`src/hdl/calendar_date_time_difference_defines.svh`:
```
// assertion macros for the date difference block
`ifndef CALENDAR_DATE_TIME_DIFFERENCE_DEFINES_SVH
`define CALENDAR_DATE_TIME_DIFFERENCE_DEFINES_SVH

`ifndef ASSERT_OFF
// checked outside reset
`define CDTD_ASSERT(lbl, clk, rst, prop, msg) \
   lbl: assert property (@(posedge clk) disable iff (rst) prop) else $error(msg);
// checked at every edge, reset included
`define CDTD_ASSERT_ALWAYS(lbl, clk, prop, msg) \
   lbl: assert property (@(posedge clk) prop) else $error(msg);
`else
`define CDTD_ASSERT(lbl, clk, rst, prop, msg)
`define CDTD_ASSERT_ALWAYS(lbl, clk, prop, msg)
`endif

`endif

```
`src/hdl/cdtd_pkg.sv`:
```
package cdtd_pkg;

   localparam int YEAR_W   = 14;
   localparam int MONTH_W  = 4;
   localparam int DAY_W    = 5;
   localparam int SOD_W    = 17;
   localparam int DAYS_W   = 23;
   localparam int SECS_W   = 40;
   localparam int DOY_W    = 9;
   localparam int MOD400_W = 9;

   localparam logic [YEAR_W-1:0]   YEAR_LIMIT     = 14'd9999;
   localparam logic [MOD400_W-1:0] CYCLE_LAST     = 9'd399;
   localparam logic [DOY_W-1:0]    DAYS_COMMON    = 9'd365;
   localparam logic [DOY_W-1:0]    DAYS_LEAP      = 9'd366;
   localparam logic signed [17:0]  SECONDS_PER_DAY = 18'sd86400;
   // floor(x / 25) = (x * 1311) >> 15 for x up to 624
   localparam logic [10:0]         RECIP_25       = 11'd1311;

   typedef logic [YEAR_W-1:0]  year_type;
   typedef logic [MONTH_W-1:0] month_type;
   typedef logic [DAY_W-1:0]   day_type;
   typedef logic [SOD_W-1:0]   sod_type;

   // leap year from the year's position in the 400 year cycle
   function automatic logic leap_of(input logic [MOD400_W-1:0] m400);
      return (m400[1:0] == 2'd0) && (m400 != 9'd100) && (m400 != 9'd200) &&
             (m400 != 9'd300);
   endfunction

   function automatic logic [DOY_W-1:0] days_before(input month_type m);
      logic [DOY_W-1:0] n;
      unique case (m)
         4'd2:    n = 9'd31;
         4'd3:    n = 9'd59;
         4'd4:    n = 9'd90;
         4'd5:    n = 9'd120;
         4'd6:    n = 9'd151;
         4'd7:    n = 9'd181;
         4'd8:    n = 9'd212;
         4'd9:    n = 9'd243;
         4'd10:   n = 9'd273;
         4'd11:   n = 9'd304;
         4'd12:   n = 9'd334;
         default: n = 9'd0;
      endcase
      return n;
   endfunction

   // zero based day within the year
   function automatic logic [DOY_W-1:0] day_of_year(input month_type m, input day_type d,
                                                    input logic leap);
      logic [DOY_W-1:0] n;
      n = days_before(m) + DOY_W'(leap && (m > 4'd2)) + DOY_W'(d) - 9'd1;
      return n;
   endfunction

endpackage

```
`src/hdl/cdtd_req_if.sv`:
```
interface cdtd_req_if;
   logic                valid;
   logic                ready;
   cdtd_pkg::year_type  first_year;
   cdtd_pkg::month_type first_month;
   cdtd_pkg::day_type   first_day;
   cdtd_pkg::sod_type   first_second_of_day;
   cdtd_pkg::year_type  second_year;
   cdtd_pkg::month_type second_month;
   cdtd_pkg::day_type   second_day;
   cdtd_pkg::sod_type   second_second_of_day;

   modport source (
      output valid, first_year, first_month, first_day, first_second_of_day,
             second_year, second_month, second_day, second_second_of_day,
      input  ready
   );
   modport sink (
      input  valid, first_year, first_month, first_day, first_second_of_day,
             second_year, second_month, second_day, second_second_of_day,
      output ready
   );
endinterface

```
`src/hdl/cdtd_rsp_if.sv`:
```
interface cdtd_rsp_if;
   logic                                     valid;
   logic                                     ready;
   logic signed [cdtd_pkg::DAYS_W-1:0]       day_difference;
   logic signed [cdtd_pkg::SECS_W-1:0]       second_difference;
   logic                                     invalid;

   modport source (
      output valid, day_difference, second_difference, invalid,
      input  ready
   );
   modport sink (
      input  valid, day_difference, second_difference, invalid,
      output ready
   );
endinterface

```
`src/hdl/calendar_date_time_difference.sv`:
```
// channel   | dir | port   | contents
// request   | in  | req_if | two dates (year, month, day) and two second-of-day counts
// result    | out | rsp_if | signed day and second differences, invalid flag
//
// a request steps through the sequencer from acceptance to its result, one whole year
// per cycle, counted through a single shared adder; an invalid request goes from the
// check step straight to the finish step. ready returns with the result, so a new request
// is taken only once the one before it has been written to the result register.
// reset is synchronous; it idles the sequencer and empties the result register.
// a finished result waits in the result register and the next request may be taken
// meanwhile; that request stalls at its last step until the register is free.
`include "calendar_date_time_difference_defines.svh"

module calendar_date_time_difference (
   input logic          clock,
   input logic          reset,
   cdtd_req_if.sink     req_if,
   cdtd_rsp_if.source   rsp_if
);

   localparam logic [3:0] S_IDLE   = 4'd0;
   localparam logic [3:0] S_CHECK  = 4'd1;
   localparam logic [3:0] S_QUOT   = 4'd2;
   localparam logic [3:0] S_MOD    = 4'd3;
   localparam logic [3:0] S_DOYA   = 4'd4;
   localparam logic [3:0] S_YEARS  = 4'd5;
   localparam logic [3:0] S_DOYB   = 4'd6;
   localparam logic [3:0] S_NEG    = 4'd7;
   localparam logic [3:0] S_MUL    = 4'd8;
   localparam logic [3:0] S_FINISH = 4'd9;

   logic [3:0] state_ff, state_in;

   // request capture
   cdtd_pkg::year_type  y1_ff, y2_ff;
   cdtd_pkg::month_type m1_ff, m2_ff;
   cdtd_pkg::day_type   d1_ff, d2_ff;
   cdtd_pkg::sod_type   s1_ff, s2_ff;

   // ordered dates
   cdtd_pkg::year_type  year_ff, year_in;
   cdtd_pkg::year_type  yb_ff, yb_in;
   cdtd_pkg::month_type ma_ff, ma_in, mb_ff, mb_in;
   cdtd_pkg::day_type   da_ff, da_in, db_ff, db_in;
   logic                neg_ff, neg_in;
   logic                bad_ff, bad_in;

   logic [5:0]                        quot_ff, quot_in;
   logic [cdtd_pkg::MOD400_W-1:0]     mod_ff, mod_in;
   logic signed [cdtd_pkg::DAYS_W-1:0] acc_ff, acc_in;
   logic signed [cdtd_pkg::SECS_W-1:0] prod_ff, prod_in;

   logic                               rsp_valid_ff, rsp_valid_in;
   logic signed [cdtd_pkg::DAYS_W-1:0] rsp_days_ff, rsp_days_in;
   logic signed [cdtd_pkg::SECS_W-1:0] rsp_secs_ff, rsp_secs_in;
   logic                               rsp_bad_ff, rsp_bad_in;

   logic                               accept;
   logic                               out_free;
   logic                               bad_now;
   logic                               swap;
   logic [20:0]                        recip_prod;
   logic [cdtd_pkg::YEAR_W-1:0]        quot_x400;
   logic                               leap;
   cdtd_pkg::month_type                doy_month;
   cdtd_pkg::day_type                  doy_day;
   logic [cdtd_pkg::DOY_W-1:0]         doy;
   logic signed [cdtd_pkg::DAYS_W-1:0] add_op;
   logic signed [cdtd_pkg::DAYS_W-1:0] add_sum;
   logic signed [cdtd_pkg::SECS_W-1:0] mul_full;
   logic signed [cdtd_pkg::SOD_W:0]    sod_diff;

   assign req_if.ready = (state_ff == S_IDLE);
   assign accept       = req_if.valid && req_if.ready;
   assign out_free     = !rsp_valid_ff || rsp_if.ready;

   assign rsp_if.valid             = rsp_valid_ff;
   assign rsp_if.day_difference    = rsp_days_ff;
   assign rsp_if.second_difference = rsp_secs_ff;
   assign rsp_if.invalid           = rsp_bad_ff;

   assign bad_now = (m1_ff < 4'd1) || (m1_ff > 4'd12) || (d1_ff == 5'd0) ||
                    (y1_ff > cdtd_pkg::YEAR_LIMIT) ||
                    (m2_ff < 4'd1) || (m2_ff > 4'd12) || (d2_ff == 5'd0) ||
                    (y2_ff > cdtd_pkg::YEAR_LIMIT);
   // month and day fit their fixed-width fields, so the key compare is lexicographic
   assign swap = {y1_ff, m1_ff, d1_ff} > {y2_ff, m2_ff, d2_ff};

   // year / 400 as (year / 16) / 25
   assign recip_prod = 21'(year_ff[13:4]) * 21'(cdtd_pkg::RECIP_25);
   assign quot_x400  = (14'(quot_ff) << 8) + (14'(quot_ff) << 7) + (14'(quot_ff) << 4);

   // shared adder: one operand per sequencer step
   assign leap      = cdtd_pkg::leap_of(mod_ff);
   assign doy_month = (state_ff == S_DOYB) ? mb_ff : ma_ff;
   assign doy_day   = (state_ff == S_DOYB) ? db_ff : da_ff;
   assign doy       = cdtd_pkg::day_of_year(doy_month, doy_day, leap);

   always_comb begin
      unique case (state_ff)
         S_DOYA:  add_op = -$signed(cdtd_pkg::DAYS_W'(doy));
         S_YEARS: add_op = $signed(cdtd_pkg::DAYS_W'(leap ? cdtd_pkg::DAYS_LEAP
                                                           : cdtd_pkg::DAYS_COMMON));
         S_DOYB:  add_op = $signed(cdtd_pkg::DAYS_W'(doy));
         default: add_op = '0;
      endcase
   end
   assign add_sum = acc_ff + add_op;

   assign mul_full = cdtd_pkg::SECS_W'(acc_ff) * cdtd_pkg::SECS_W'(cdtd_pkg::SECONDS_PER_DAY);
   assign sod_diff = $signed({1'b0, s2_ff}) - $signed({1'b0, s1_ff});

   always_comb begin
      state_in     = state_ff;
      year_in      = year_ff;
      yb_in        = yb_ff;
      ma_in        = ma_ff;
      mb_in        = mb_ff;
      da_in        = da_ff;
      db_in        = db_ff;
      neg_in       = neg_ff;
      bad_in       = bad_ff;
      quot_in      = quot_ff;
      mod_in       = mod_ff;
      acc_in       = acc_ff;
      prod_in      = prod_ff;
      rsp_valid_in = rsp_valid_ff && !rsp_if.ready;
      rsp_days_in  = rsp_days_ff;
      rsp_secs_in  = rsp_secs_ff;
      rsp_bad_in   = rsp_bad_ff;

      unique case (state_ff)
         S_IDLE: begin
            if (accept) begin
               state_in = S_CHECK;
            end
         end
         S_CHECK: begin
            bad_in = bad_now;
            neg_in = swap;
            acc_in = '0;
            if (swap) begin
               year_in = y2_ff;
               ma_in   = m2_ff;
               da_in   = d2_ff;
               yb_in   = y1_ff;
               mb_in   = m1_ff;
               db_in   = d1_ff;
            end else begin
               year_in = y1_ff;
               ma_in   = m1_ff;
               da_in   = d1_ff;
               yb_in   = y2_ff;
               mb_in   = m2_ff;
               db_in   = d2_ff;
            end
            state_in = bad_now ? S_FINISH : S_QUOT;
         end
         S_QUOT: begin
            quot_in  = recip_prod[20:15];
            state_in = S_MOD;
         end
         S_MOD: begin
            mod_in   = cdtd_pkg::MOD400_W'(year_ff - quot_x400);
            state_in = S_DOYA;
         end
         S_DOYA: begin
            acc_in   = add_sum;
            state_in = S_YEARS;
         end
         S_YEARS: begin
            if (year_ff < yb_ff) begin
               acc_in  = add_sum;
               year_in = year_ff + 14'd1;
               mod_in  = (mod_ff == cdtd_pkg::CYCLE_LAST) ? '0 : mod_ff + 9'd1;
            end else begin
               state_in = S_DOYB;
            end
         end
         S_DOYB: begin
            acc_in   = add_sum;
            state_in = S_NEG;
         end
         S_NEG: begin
            if (neg_ff) begin
               acc_in = -acc_ff;
            end
            state_in = S_MUL;
         end
         S_MUL: begin
            prod_in  = mul_full;
            state_in = S_FINISH;
         end
         S_FINISH: begin
            if (out_free) begin
               rsp_valid_in = 1'b1;
               rsp_bad_in   = bad_ff;
               if (bad_ff) begin
                  rsp_days_in = '0;
                  rsp_secs_in = '0;
               end else begin
                  rsp_days_in = acc_ff;
                  rsp_secs_in = prod_ff + cdtd_pkg::SECS_W'(sod_diff);
               end
               state_in = S_IDLE;
            end
         end
         default: begin
            state_in = S_IDLE;
         end
      endcase
   end

   always_ff @(posedge clock) begin
      if (reset) begin
         state_ff     <= S_IDLE;
         rsp_valid_ff <= 1'b0;
      end else begin
         state_ff     <= state_in;
         rsp_valid_ff <= rsp_valid_in;
      end
   end

   always_ff @(posedge clock) begin
      if (accept) begin
         y1_ff <= req_if.first_year;
         m1_ff <= req_if.first_month;
         d1_ff <= req_if.first_day;
         s1_ff <= req_if.first_second_of_day;
         y2_ff <= req_if.second_year;
         m2_ff <= req_if.second_month;
         d2_ff <= req_if.second_day;
         s2_ff <= req_if.second_second_of_day;
      end
      year_ff     <= year_in;
      yb_ff       <= yb_in;
      ma_ff       <= ma_in;
      mb_ff       <= mb_in;
      da_ff       <= da_in;
      db_ff       <= db_in;
      neg_ff      <= neg_in;
      bad_ff      <= bad_in;
      quot_ff     <= quot_in;
      mod_ff      <= mod_in;
      acc_ff      <= acc_in;
      prod_ff     <= prod_in;
      rsp_days_ff <= rsp_days_in;
      rsp_secs_ff <= rsp_secs_in;
      rsp_bad_ff  <= rsp_bad_in;
   end

   `CDTD_ASSERT(a_accept_to_check, clock, reset, accept |=> state_ff == S_CHECK, "request not taken into check")
   `CDTD_ASSERT(a_year_step, clock, reset, (state_ff == S_YEARS) && (year_ff < yb_ff) |=> year_ff == $past(year_ff) + 14'd1, "year counter did not advance")
   `CDTD_ASSERT(a_cycle_range, clock, reset, (state_ff == S_YEARS) || (state_ff == S_DOYB) |-> mod_ff <= cdtd_pkg::CYCLE_LAST, "year cycle position out of range")
   `CDTD_ASSERT(a_invalid_zero, clock, reset, rsp_valid_ff && rsp_bad_ff |-> (rsp_days_ff == '0) && (rsp_secs_ff == '0), "invalid result carries nonzero differences")
   `CDTD_ASSERT_ALWAYS(a_reset_idle, clock, $past(reset) |-> (state_ff == S_IDLE) && !rsp_valid_ff, "reset did not idle the block")

endmodule
```
`src/flat_wrapper.sv`:
```
// flat-port wrapper written by rule: the top's interface ports become plain ports
module calendar_date_time_difference_flat 
  (clock, reset, req_if_valid, req_if_first_year, req_if_first_month, req_if_first_day, req_if_first_second_of_day, req_if_second_year, req_if_second_month, req_if_second_day, req_if_second_second_of_day, req_if_ready, rsp_if_valid, rsp_if_day_difference, rsp_if_second_difference, rsp_if_invalid, rsp_if_ready);
  cdtd_req_if req_if_i ();
  cdtd_rsp_if rsp_if_i ();
  input logic clock;
  input logic reset;
  input wire logic [$bits(req_if_i.valid)-1:0] req_if_valid;
  input wire logic [$bits(req_if_i.first_year)-1:0] req_if_first_year;
  input wire logic [$bits(req_if_i.first_month)-1:0] req_if_first_month;
  input wire logic [$bits(req_if_i.first_day)-1:0] req_if_first_day;
  input wire logic [$bits(req_if_i.first_second_of_day)-1:0] req_if_first_second_of_day;
  input wire logic [$bits(req_if_i.second_year)-1:0] req_if_second_year;
  input wire logic [$bits(req_if_i.second_month)-1:0] req_if_second_month;
  input wire logic [$bits(req_if_i.second_day)-1:0] req_if_second_day;
  input wire logic [$bits(req_if_i.second_second_of_day)-1:0] req_if_second_second_of_day;
  output wire logic [$bits(req_if_i.ready)-1:0] req_if_ready;
  output wire logic [$bits(rsp_if_i.valid)-1:0] rsp_if_valid;
  output wire logic [$bits(rsp_if_i.day_difference)-1:0] rsp_if_day_difference;
  output wire logic [$bits(rsp_if_i.second_difference)-1:0] rsp_if_second_difference;
  output wire logic [$bits(rsp_if_i.invalid)-1:0] rsp_if_invalid;
  input wire logic [$bits(rsp_if_i.ready)-1:0] rsp_if_ready;
  assign req_if_i.valid = req_if_valid;
  assign req_if_i.first_year = req_if_first_year;
  assign req_if_i.first_month = req_if_first_month;
  assign req_if_i.first_day = req_if_first_day;
  assign req_if_i.first_second_of_day = req_if_first_second_of_day;
  assign req_if_i.second_year = req_if_second_year;
  assign req_if_i.second_month = req_if_second_month;
  assign req_if_i.second_day = req_if_second_day;
  assign req_if_i.second_second_of_day = req_if_second_second_of_day;
  assign req_if_ready = req_if_i.ready;
  assign rsp_if_valid = rsp_if_i.valid;
  assign rsp_if_day_difference = rsp_if_i.day_difference;
  assign rsp_if_second_difference = rsp_if_i.second_difference;
  assign rsp_if_invalid = rsp_if_i.invalid;
  assign rsp_if_i.ready = rsp_if_ready;
  calendar_date_time_difference u_core (.clock(clock), .reset(reset), .req_if(req_if_i), .rsp_if(rsp_if_i));
endmodule
```
`config.mk`:
```
export PLATFORM = sky130hd
export DESIGN_NAME = calendar_date_time_difference_flat
export DESIGN_NICKNAME = d
export VERILOG_FILES = /design/src/hdl/cdtd_pkg.sv /design/src/hdl/cdtd_req_if.sv /design/src/hdl/cdtd_rsp_if.sv /design/src/hdl/calendar_date_time_difference.sv /design/src/flat_wrapper.sv
export VERILOG_INCLUDE_DIRS = /design/src /design/src/hdl
export SDC_FILE = /design/constraint.sdc
export NUM_CORES = 1
export LEC_CHECK = 0
export ABC_AREA = 1
export BUFFER_PORTS_ARGS = -buffer_cell sky130_fd_sc_hd__buf_2
export CAP_MARGIN = 20
export CORE_MARGIN = 2
export CORE_UTILIZATION = 45
export CTS_BUF_LIST = sky130_fd_sc_hd__clkbuf_8
export DETAILED_ROUTE_END_ITERATION = 10
export GPL_TIMING_DRIVEN = 0
export HOLD_SLACK_MARGIN = 0.02
export PLACE_DENSITY = 0.7
export SLEW_MARGIN = 20
export SYNTH_ARGS = -nofsm -noshare
export SYNTH_HDL_FRONTEND = slang
export SYNTH_SLANG_ARGS = --single-unit
```
`constraint.sdc`:
```
create_clock -name clock -period 13.04 [get_ports clock]
set_clock_uncertainty 0.2 [all_clocks]
set_input_delay 1.956 -clock clock [delete_from_list [all_inputs] [get_ports clock]]
set_output_delay 1.956 -clock clock [all_outputs]
set_load 0.005 [all_outputs]
```
; ---- Yosys cells after proc, flatten, opt, wreduce, memory -nomap -nowiden
; Memory sizes are Yosys's and may differ from the RTL's.
; Index checks and enable logic that the tools add are counted.
[totals]
romBits = 144
elab_cells = 122
register_bits = 267
mem_count = 1
input_bits = 84
[classes]
eq_ne = 18
n_mul = 2
add_sub_neg = 13
magnitude_cmp = 9
n_mux = 25
reduce_logical = 29
[memory_table]
columns = name, depth, word_bits, rd, rd_clocked_by_memory_dff, wr, line
row1 = (name not given), 16, 9, 1, 0, 0, cdtd_pkg.sv:33  ; unique case (m)
[ops]
columns = op, count
row1 = $pmux W23 S4, 1
row2 = $pmux W23 S3, 1
row3 = $mux W23, 2
row4 = $mux W14, 3
row5 = $add A40 B18 Y40, 1
row6 = $pmux W4 S10, 1
row7 = $mul A23 B11 Y33 const B, 1
row8 = $gt A14 B14 Y1 const B, 2
row9 = $mux W4, 7
row10 = $pmux W14 S2, 1
row11 = $add A23 B23 Y23, 1
row12 = $gt A23 B23 Y1, 1
row13 = $neg A23 Y23, 1
row14 = $neg A9 Y23, 1
row15 = $mul A10 B11 Y20 const B, 1
row16 = $add A9 B9 Y9, 2
row17 = $mux W9, 2
row18 = $pmux W9 S2, 1
row19 = $sub A17 B17 Y18, 1
row20 = $eq A4 B3 Y1 const B, 4
row21 = $mux W5, 3
row22 = $add A14 B1 Y14 const B, 1
row23 = $lt A14 B14 Y1, 1
row24 = $logic_not A5 Y1, 2
row25 = 29 further kinds, 54

; ---- Longest topological paths before layout
; Gate-level depths: netlist of run 1.
[depth]
word_depth = 13
depth_mapped = 41

; ---- Worst setup path after synthesis of run 1
; No wires, ideal clock.
[synth_path]
path_kind = input to register
from = input port req_if_valid
to = register u_core.d1_ff[0] (enable)
slack_ps = 4820
path_stages = 2
t_arrival_ps = 7404
t_required_ps = 12224
path_cell_list = inv_1 > nor3_1
[synth_between]
elab_chain_cells = 1
[synth_rtl]
columns = element, line
row1 = from (decl), flat_wrapper.sv:8  ; input wire logic [$bits(req_if_i.valid)-1:0] req_if_valid;
row2 = $logic_and A1 B1 Y1, calendar_date_time_difference.sv:74  ; assign accept = req_if.valid && req_if.ready;
row3 = via u_core.accept, calendar_date_time_difference.sv:58  ; logic accept;
row4 = to (signal assigned), calendar_date_time_difference.sv:228  ; d1_ff <= req_if.first_day;
row5 = to (decl), calendar_date_time_difference.sv:37  ; cdtd_pkg::day_type d1_ff, d2_ff;
; The timed path passes the listed nets, and every way through them passes these cells.
; A chain may end at the register's enable or synchronous reset.

; ---- Worst setup path after layout of run 1
[layout_path]
from = register u_core.state_ff[2]
to = register u_core.acc_ff[21] in the netlist's numbering, data pin
[layout_between]
elab_chain_cells = 12
elab_cells_between_ends = 19
[layout_rtl]
columns = element, line
row1 = from (decl), calendar_date_time_difference.sv:32  ; logic [3:0] state_ff, state_in;
row2 = from (signal assigned), calendar_date_time_difference.sv:219  ; state_ff <= state_in;
row3 = $eq A4 B3 Y1, -
row4 = $mux W4, calendar_date_time_difference.sv:95  ; assign doy_month = (state_ff == S_DOYB) ? mb_ff : ma_ff;
row5 = $gt A4 B2 Y1, cdtd_pkg.sv:54  ; n = days_before(m) + DOY_W'(leap && (m > 4'd2)) + DOY_W'(d) - 9'd1;
row6 = $logic_and A1 B1 Y1, cdtd_pkg.sv:54
row7 = $add A9 B1 Y9, cdtd_pkg.sv:54
row8 = $add A9 B5 Y9, cdtd_pkg.sv:54
row9 = $sub A9 B1 Y9, cdtd_pkg.sv:54
row10 = $neg A9 Y23, calendar_date_time_difference.sv:101  ; S_DOYA: add_op = -$signed(cdtd_pkg::DAYS_W'(doy));
row11 = $pmux W23 S3, calendar_date_time_difference.sv:100  ; unique case (state_ff)
row12 = $add A23 B23 Y23, calendar_date_time_difference.sv:108  ; assign add_sum = acc_ff + add_op;
row13 = $mux W23, calendar_date_time_difference.sv:172  ; if (year_ff < yb_ff) begin
row14 = $pmux W23 S4 (*), calendar_date_time_difference.sv:132  ; unique case (state_ff)
row15 = "via u_core.acc_in, one bit", calendar_date_time_difference.sv:50  ; logic signed [cdtd_pkg::DAYS_W-1:0] acc_ff, acc_in;
row16 = to (signal assigned), calendar_date_time_difference.sv:245  ; acc_ff <= acc_in;
row17 = to (decl), calendar_date_time_difference.sv:50
; Mark *: on every way through the listed nets, which the timed path passes. The rest lies on a longest branch. The select of a mux whose other input is x is not followed.

==> results of run 1 <==
## critical path: cells and delay by family (launching register included)
kind | cells | cell delay [ns]
buffers and inverters | 5 | 0.46
AOI/OAI and AO/OA | 5 | 1.38
adders and majority gates | 6 | 1.78
and+or+nand+nor | 15 | 2.57
DFF | 1 | 0.40
## final cells by class
class / count / area share, %
Tap cell: 672 / 3.29
Sequential cell: 267 / 31.2
Clock buffer: 48 / 2.59
Inverter: 505 / 7.43
Buffer: 23 / 0.387
Multi-Input combinational cell: 1781 / 50.5
Antenna cell: 1 / 0.00981
Clock inverter: 33 / 0.848
Timing Repair Buffer: 162 / 3.70
## report_power, final
part           internal [mW]  total [mW]  switching [mW]
logic                   1.59        4.20            2.62
registers               1.26        1.36           0.103
clock network          0.384       0.743           0.359
total                   3.23        6.31            3.08
## through the flow
stage | setup slack [ns] | hold WS, ns | std cells | cell area, sq um
after global placement | 2.39 | 0.291 | 3397 | 24400
after floorplan | 4.82 | 0.289 | 2576 | 22800
after global routing | 5.55 | 0.381 | 3491 | 25500
after CTS | 5.97 | 0.341 | 3491 | 25500
final | 5.99 | 0.340 | 3492 | 25500
after detailed placement | 6.01 | 0.332 | 3410 | 24600
## sequential cells by signal, indices dropped and copies added (netlist names), 17 cells and up
name                             cells
u_core.s1_ff                        17
u_core.acc_ff                       23
u_core.prod_ff                      33
u_core.rsp_if.second_difference     40
u_core.s2_ff                        17
u_core.rsp_if.day_difference        23
## routing by layer
| layer | wire, microns | global-route usage, % |
|---|---|---|
| met1 | 23800 | 25.6 |
| met2 | 25400 | 35.9 |
| met4 | 2030 | 8.56 |
| met3 | 2430 | 2.90 |
| met5 | 0 | 0 |
## cells in the mapped netlist, types with 10 or more instances
cell type / number
o21bai_1: 11
nand3_1: 89
nand2_1: 390
edfxtp_1: 262
o31ai_1: 10
o211ai_1: 19
o21ai_0: 176
nor3_1: 33
or2_2: 11
nor2_1: 172
fa_1: 89
o22ai_1: 11
a21o_1: 17
a21oi_1: 209
xor2_1: 51
a31oi_1: 12
nand4_1: 28
xnor2_1: 18
clkbuf_1: 17
inv_1: 500
o21a_1: 12
ha_1: 340
## final timing paths
kind	startpoint	depth (start not counted)	slack, ns	to
max	u_core.state_ff[2]	31	5.99	u_core.acc_ff[21]
min	u_core.rsp_if.valid	2	0.34	u_core.rsp_if.valid
max reg2reg	u_core.state_ff[2]	31	5.99	u_core.acc_ff[21]
min reg2reg	u_core.rsp_if.valid	2	0.34	u_core.rsp_if.valid
## logic make-up (layout without fill, tap and decap cells)
logic type	Yosys count	in the layout
AOI/OAI and AO/OA	520	520
xor gates and xnor gates	69	69
adders and majority gates	429	429
buffers and inverters	528	771
DFF	267	267
muxes	5	5
other	0	1
and+or+nand+nor	758	758
==> impl_results.md, run 1 <==
* Initial DRC count at 1,219
* Area growth, synth to finish at 11.8%
* Final nets at 3,300
* Finished Core Util at 51.0%
* Dpl hpwl at 43.6 mm
* Area occupied by multi-input gates at 12,900 sq um
* Simple-Gate Fraction of Synth Area at 14.2%
* CTS buffer count at 47
* Cell variety after synth at 57
* RD Place Congestion at just over 0.9
* Syn Inst Count at 2,576
* Fin. max-slew vios at 0
* CP arrival at between 7 and 8 ns
* Worst-margin pin slew at 0.855 ns
* CTS tree: yes
* Critical path startpoint category: register
* Setup crit end kind: register
* Critical path type: reg -> reg
* Final min period at 7.05 ns
* Post-synthesis cell area at 22,800 sq um
* Initial core utilization at 45.6%
* Via count at about 18,000
* I/O pin count at 150
* Worst relative slew slack at a little over two fifths
* Mux share of post-synthesis cell area at 0.219%
* Required @ worst endpoint at 13.21 ns
* H-tree depth at 2
* Global-route wire length before repair at just under 90 mm
* DRC Markers at 0
* Leakage at around 12 nW
* Initial antenna violation count at 1
* Syn avg cell area at roughly 8.9 sq um
* Final ANT Viol Nets at 0
* Share of the synthesized area in the top cell type at 34.5%
* Input/output buffers at between 100 and 150
* Vias per cell at 5.20
* Average wire per standard cell at roughly 15 microns
* Most frequent cells in the layout: inv_1 (511), nand2_1 (390), ha_1 (340)
* Top post-synthesis cells by area: edfxtp_1 (34%), ha_1 (19%), inv_1 (8.2%)
* Synth Flop Type: edfxtp_1
* Largest net degree at the start of global routing at 37
* Max cap viols at 0
* Routed Wire Length at 53.7 mm
* Clock root buffer: clkbuf_8
* Worst hold-check path type: reg -> reg
* Clk sinks at between 200 and 300
* YS warnings at 0
* Worst-path fanout max at 8
* Largest family of logic cells by synthesized area: adder cells
* EDFF count, synth at between 200 and 300
* Number of global-route vias before repair at 18,200
* Share of cells above drive strength 1 at 9.61%
* Post-CTS Hold Buffers at 0
* Register clock-pin slew on the reported worst setup and hold paths at roughly 0.06 ns
* Resized cells post-CTS at 0
* Register area share after synthesis at between 30% and 40%
* Post-synth top area cell: edfxtp_1
* Die Ht at between 200 and 250 microns
* Most common cell after layout, fill and taps aside: inv_1
* Reg area at about 8000 sq um
* Setup Total Neg Slack at 0 ns
* Worst skew pair latency at roughly 0.65 ns
* Max incr delay on CP at 0.61 ns
* Adder-cell share of the synthesized area at 26.5%
* Mapped Nets at approximately 3,000
* Final period util at ~54%
* Total Routing Usage GR at 20.6%
* Number of buffers added for setup after CTS at 0
* Slowest cell on the critical path: nor4_1
* Peak supply drop at about 160 uV
* Ys async rst share at 0%
* Final hold violations at 0
* Total grt overflow at 0
* Max Buffers Root-to-Sink at 3
* Layout fillers at 4,705
* Max Clk Rate at 0.142 GHz
* Status: completed
* Final Power at 6.31 mW
* Setup violators final at 0
* Post-synthesis xor/xnor area fraction at under 10%
* Site Rows at 82
* Chip width at 229 microns
* Yosys reg bits at around 270
* Die area at ~53,000 sq um
* TritonRoute pass-1 iters at 5
* Synth Area in Compound Gates at 12.9%
* Core area at 50,100 sq um
* Unrepaired setup endpoints after global routing: no
* Pwr dens at 247 nW/um^2
Power figures use the tool's default switching activity.
==> inputs of run 2 (changes only) <==
- PLACE_DENSITY: 0.7 -> 0.73
- clock period: 13.04 -> 5.8 ns (I/O delays scaled with it)
==> run 2 against run 1 <==
  * Non-clock buffer count grew 37
  * Routed wire length up 1.4%
  * Sequential share of layout area is 1.1 points lower
  * First-iteration DRC count is 0.49% higher
  * Global-route usage is 0.31 points lower
  * Critical path depth increased by 5
  * Combinational power up 130%
  * Sequential power is 130% higher
  * Design area grew 3.7%
  * Cell count increased by 1.4%
  * Die area stayed put
  * Largest power group unchanged
==> impl_results.md, run 2 (synthesized netlist as in run 1, its figures left out) <==
* Status: completed (unchanged)
* Post-CTS Hold Buffers at 0 (unchanged)
* Min-delay src: req_if_first_month[0] (was u_core.rsp_if.valid)
* Combinational Power Share at 66.0% (was 66.6%)
* Setup crit end kind: register (unchanged)
* FF-to-FF End: u_core.acc_ff[21] (unchanged)
* Final nets at 3,339 (was 3,300)
* Worst relative slew slack at 44.9% (was 43.0%)
* Max Buffers Root-to-Sink at 3 (unchanged)
* RD Place Congestion at 0.924 (was 0.933)
* Register-to-register setup slack at 0.03 ns (was 5.99 ns)
* Most frequent cells in the layout: inv_1 (500), nand2_1 (371), ha_1 (325) (was inv_1 (511), nand2_1 (390), ha_1 (340))
* Worst-margin pin slew at 0.827 ns (was 0.855 ns)
* Routed Wire Length at 54.4 mm (was 53.7 mm)
* Input/output buffers at 149 (unchanged)
* Setup violators final at 0 (unchanged)
* Placed cell area at 24,600 sq um (about the same)
* CP arrival at 5.94 ns (was 7.22 ns)
* Total Routing Usage GR at 20.3% (was 20.6%)
* Max cap viols at 0 (unchanged)
* Internal cell power at 7.53 mW (was 3.23 mW)
* CTS buffer count at 49 (was 47)
* Critical path type: reg -> reg (unchanged)
* H-tree depth at 2 (unchanged)
* Average wire per standard cell at 15.4 microns (about the same)
* Initial core utilization at 45.6% (unchanged)
* Via count at 18,500 (was 18,200)
* Final cell count without fillers at 3,540 (was 3,492)
* Share of cells above drive strength 1 at 14.3% (was 9.61%)
* Worst skew pair latency at 0.64 ns (was 0.65 ns)
* Critical path startpoint category: register (unchanged)
* Initial antenna violation count at 1 (unchanged)
* Final period util at 99.6% (was 54.1%)
* Register clock-pin slew on the reported worst setup and hold paths at 0.06 ns (about the same)
* Final ANT Viol Nets at 0 (unchanged)
* Reg2Reg Depth at 36 (was 31)
* Fin. max-slew vios at 0 (unchanged)
* Leakage at 12.7 nW (was 12.3 nW)
* Max Clk Rate at 0.173 GHz (was 0.142 GHz)
* Slowest cell on the critical path: fa_2 (was nor4_1)
* DRC Markers at 0 (unchanged)
* Clk sinks at 267 (unchanged)
* Unrepaired setup endpoints after global routing: yes (was no)
* Max incr delay on CP at 0.41 ns (was 0.61 ns)
* Chip width at 229 microns (unchanged)
* Sw Ratio at 48.4% (was 48.8%)
* Dpl hpwl at 43.2 mm (was 43.6 mm)
* Clock root buffer: clkbuf_8 (unchanged)
* Vias per cell at 5.22 (was 5.20)
* Global-route wire length before repair at 86.9 mm (was 88.1 mm)
* Max FFs per register at 40 (unchanged)
* Clock network fraction of total power at 12.9% (was 11.8%)
* Worst hold path depth at 1 (was 2)
* Peak supply drop at 427 uV (was 159 uV)
* Worst-path fanout max at 10 (was 8)
* Final instance area at 26,500 sq um (was 25,500 sq um)
* Net Switching at 7.05 mW (was 3.08 mW)
* Required @ worst endpoint at 5.96 ns (was 13.21 ns)
* Total placed cells including tap cells at 3,407 (was 3,410)
* Most common cell after layout, fill and taps aside: inv_1 (unchanged)
* Total grt overflow at 0 (unchanged)
* Area growth, synth to finish at 16.0% (was 11.8%)
* Largest net degree at the start of global routing at 37 (unchanged)
* Core area at 50,100 sq um (unchanged)
* Site Rows at 82 (unchanged)
* Setup Total Neg Slack at 0 ns (unchanged)
* Initial DRC count at 1,225 (was 1,219)
* Final min period at 5.77 ns (was 7.05 ns)
* WHS Endpoint: u_core.m1_ff[0] (was u_core.rsp_if.valid)
* Register share of total power at 21.1% (was 21.6%)
* Number of global-route vias before repair at 18,300 (was 18,200)
* Die Ht at 229 microns (unchanged)
* I/O pin count at 150 (unchanged)
* RR Startpoint: u_core.state_ff[1] (was u_core.state_ff[2])
* Die area at 52,500 sq um (unchanged)
* Final hold violations at 0 (unchanged)
* CTS tree: yes (unchanged)
* Worst hold-check path type: in -> reg (was reg -> reg)
* Most frequent CP cell: nand2_2
* TritonRoute pass-1 iters at 6 (was 5)
* Pwr dens at 551 nW/um^2 (was 247 nW/um^2)
-- run 2: changes by cell type in the layout (fill, tap and decap cells not counted), sizes merged --
cell	delta
buf	+37
clkinv	+6
clkinvlp	+4
bufinv	+3
inv	-3
clkbuf	+1
-- run 2: final cells by class --
cell class	count	area (sq um)
antenna	1	2.50
buffer	23	100
clock buffer	49	674
clock inverter	43	352
fill	4536	23600
inverter	505	1900
multi-input combinational	1781	13400
sequential	267	7980
tap	672	841
timing repair buffer	199	1240
-- run 2: per-stage QoR --
stage | hold WS (ns) | setup WS (ns) | power (mW) | util, %
after detailed placement | 0.336 | -1.10 | 12.4 | 49.2
after global placement | 0.292 | -0.968 | 12.2 | 48.8
final | 0.207 | 0.0254 | 14.6 | 52.9
after CTS | 0.148 | 0.00221 | 14.5 | 51.8
after global routing | 0.160 | -0.217 | 16.2 | 52.9
after floorplan | 0.289 | 0.270 | 10.2 | -
-- run 2: critical path: cells and delay by family, from the launching register on --
kind | cells | cell delay, ns
DFF | 1 | 0.39
adders and majority gates | 4 | 1.15
and+or+nand+nor | 19 | 2.39
buffers and inverters | 8 | 0.70
AOI/OAI and AO/OA | 5 | 0.65
-- run 2: timing repair --
| action | 4_1_cts | 5_1_grt |
|---|---|---|
| pin swaps | 15 | 49 |
| setup buffers | 17 | 23 |
| gates resized for setup | 40 | 90 |
| endpoints found under the hold margin | 0 | 0 |
| endpoints found under the setup margin | 18 | 16 |
-- run 2: how the worst max path moves through the flow --
stage,to,cells after the start,from
floorplan,u_core.acc_ff[17],31,u_core.state_ff[3]
global placement,u_core.acc_ff[21],31,u_core.state_ff[2]
detailed placement,u_core.acc_ff[21],30,u_core.state_ff[3]
CTS,u_core.acc_ff[17],32,u_core.state_ff[1]
global route,u_core.acc_ff[20],35,u_core.state_ff[1]
finish,u_core.acc_ff[21],36,u_core.state_ff[1]
-- run 2: power by group through the flow --
stage | Combinational, mW | Clock (mW) | Sequential [mW]
floorplan | 7.21 | 0 | 3.03
global placement | 9.08 | 0 | 3.12
detailed placement | 9.31 | 0 | 3.10
CTS | 9.44 | 1.94 | 3.07
global route | 11.0 | 2.02 | 3.11
finish | 9.62 | 1.88 | 3.07
-- run 2: per-layer routing --
layer	global-route usage [%]	vias up	share of wire [%]
met5	0	-	0
met4	8.20	0	3.8
met3	3.15	141	5.2
met2	36.2	551	48
met1	24.4	8570	43
li1	-	9228	-
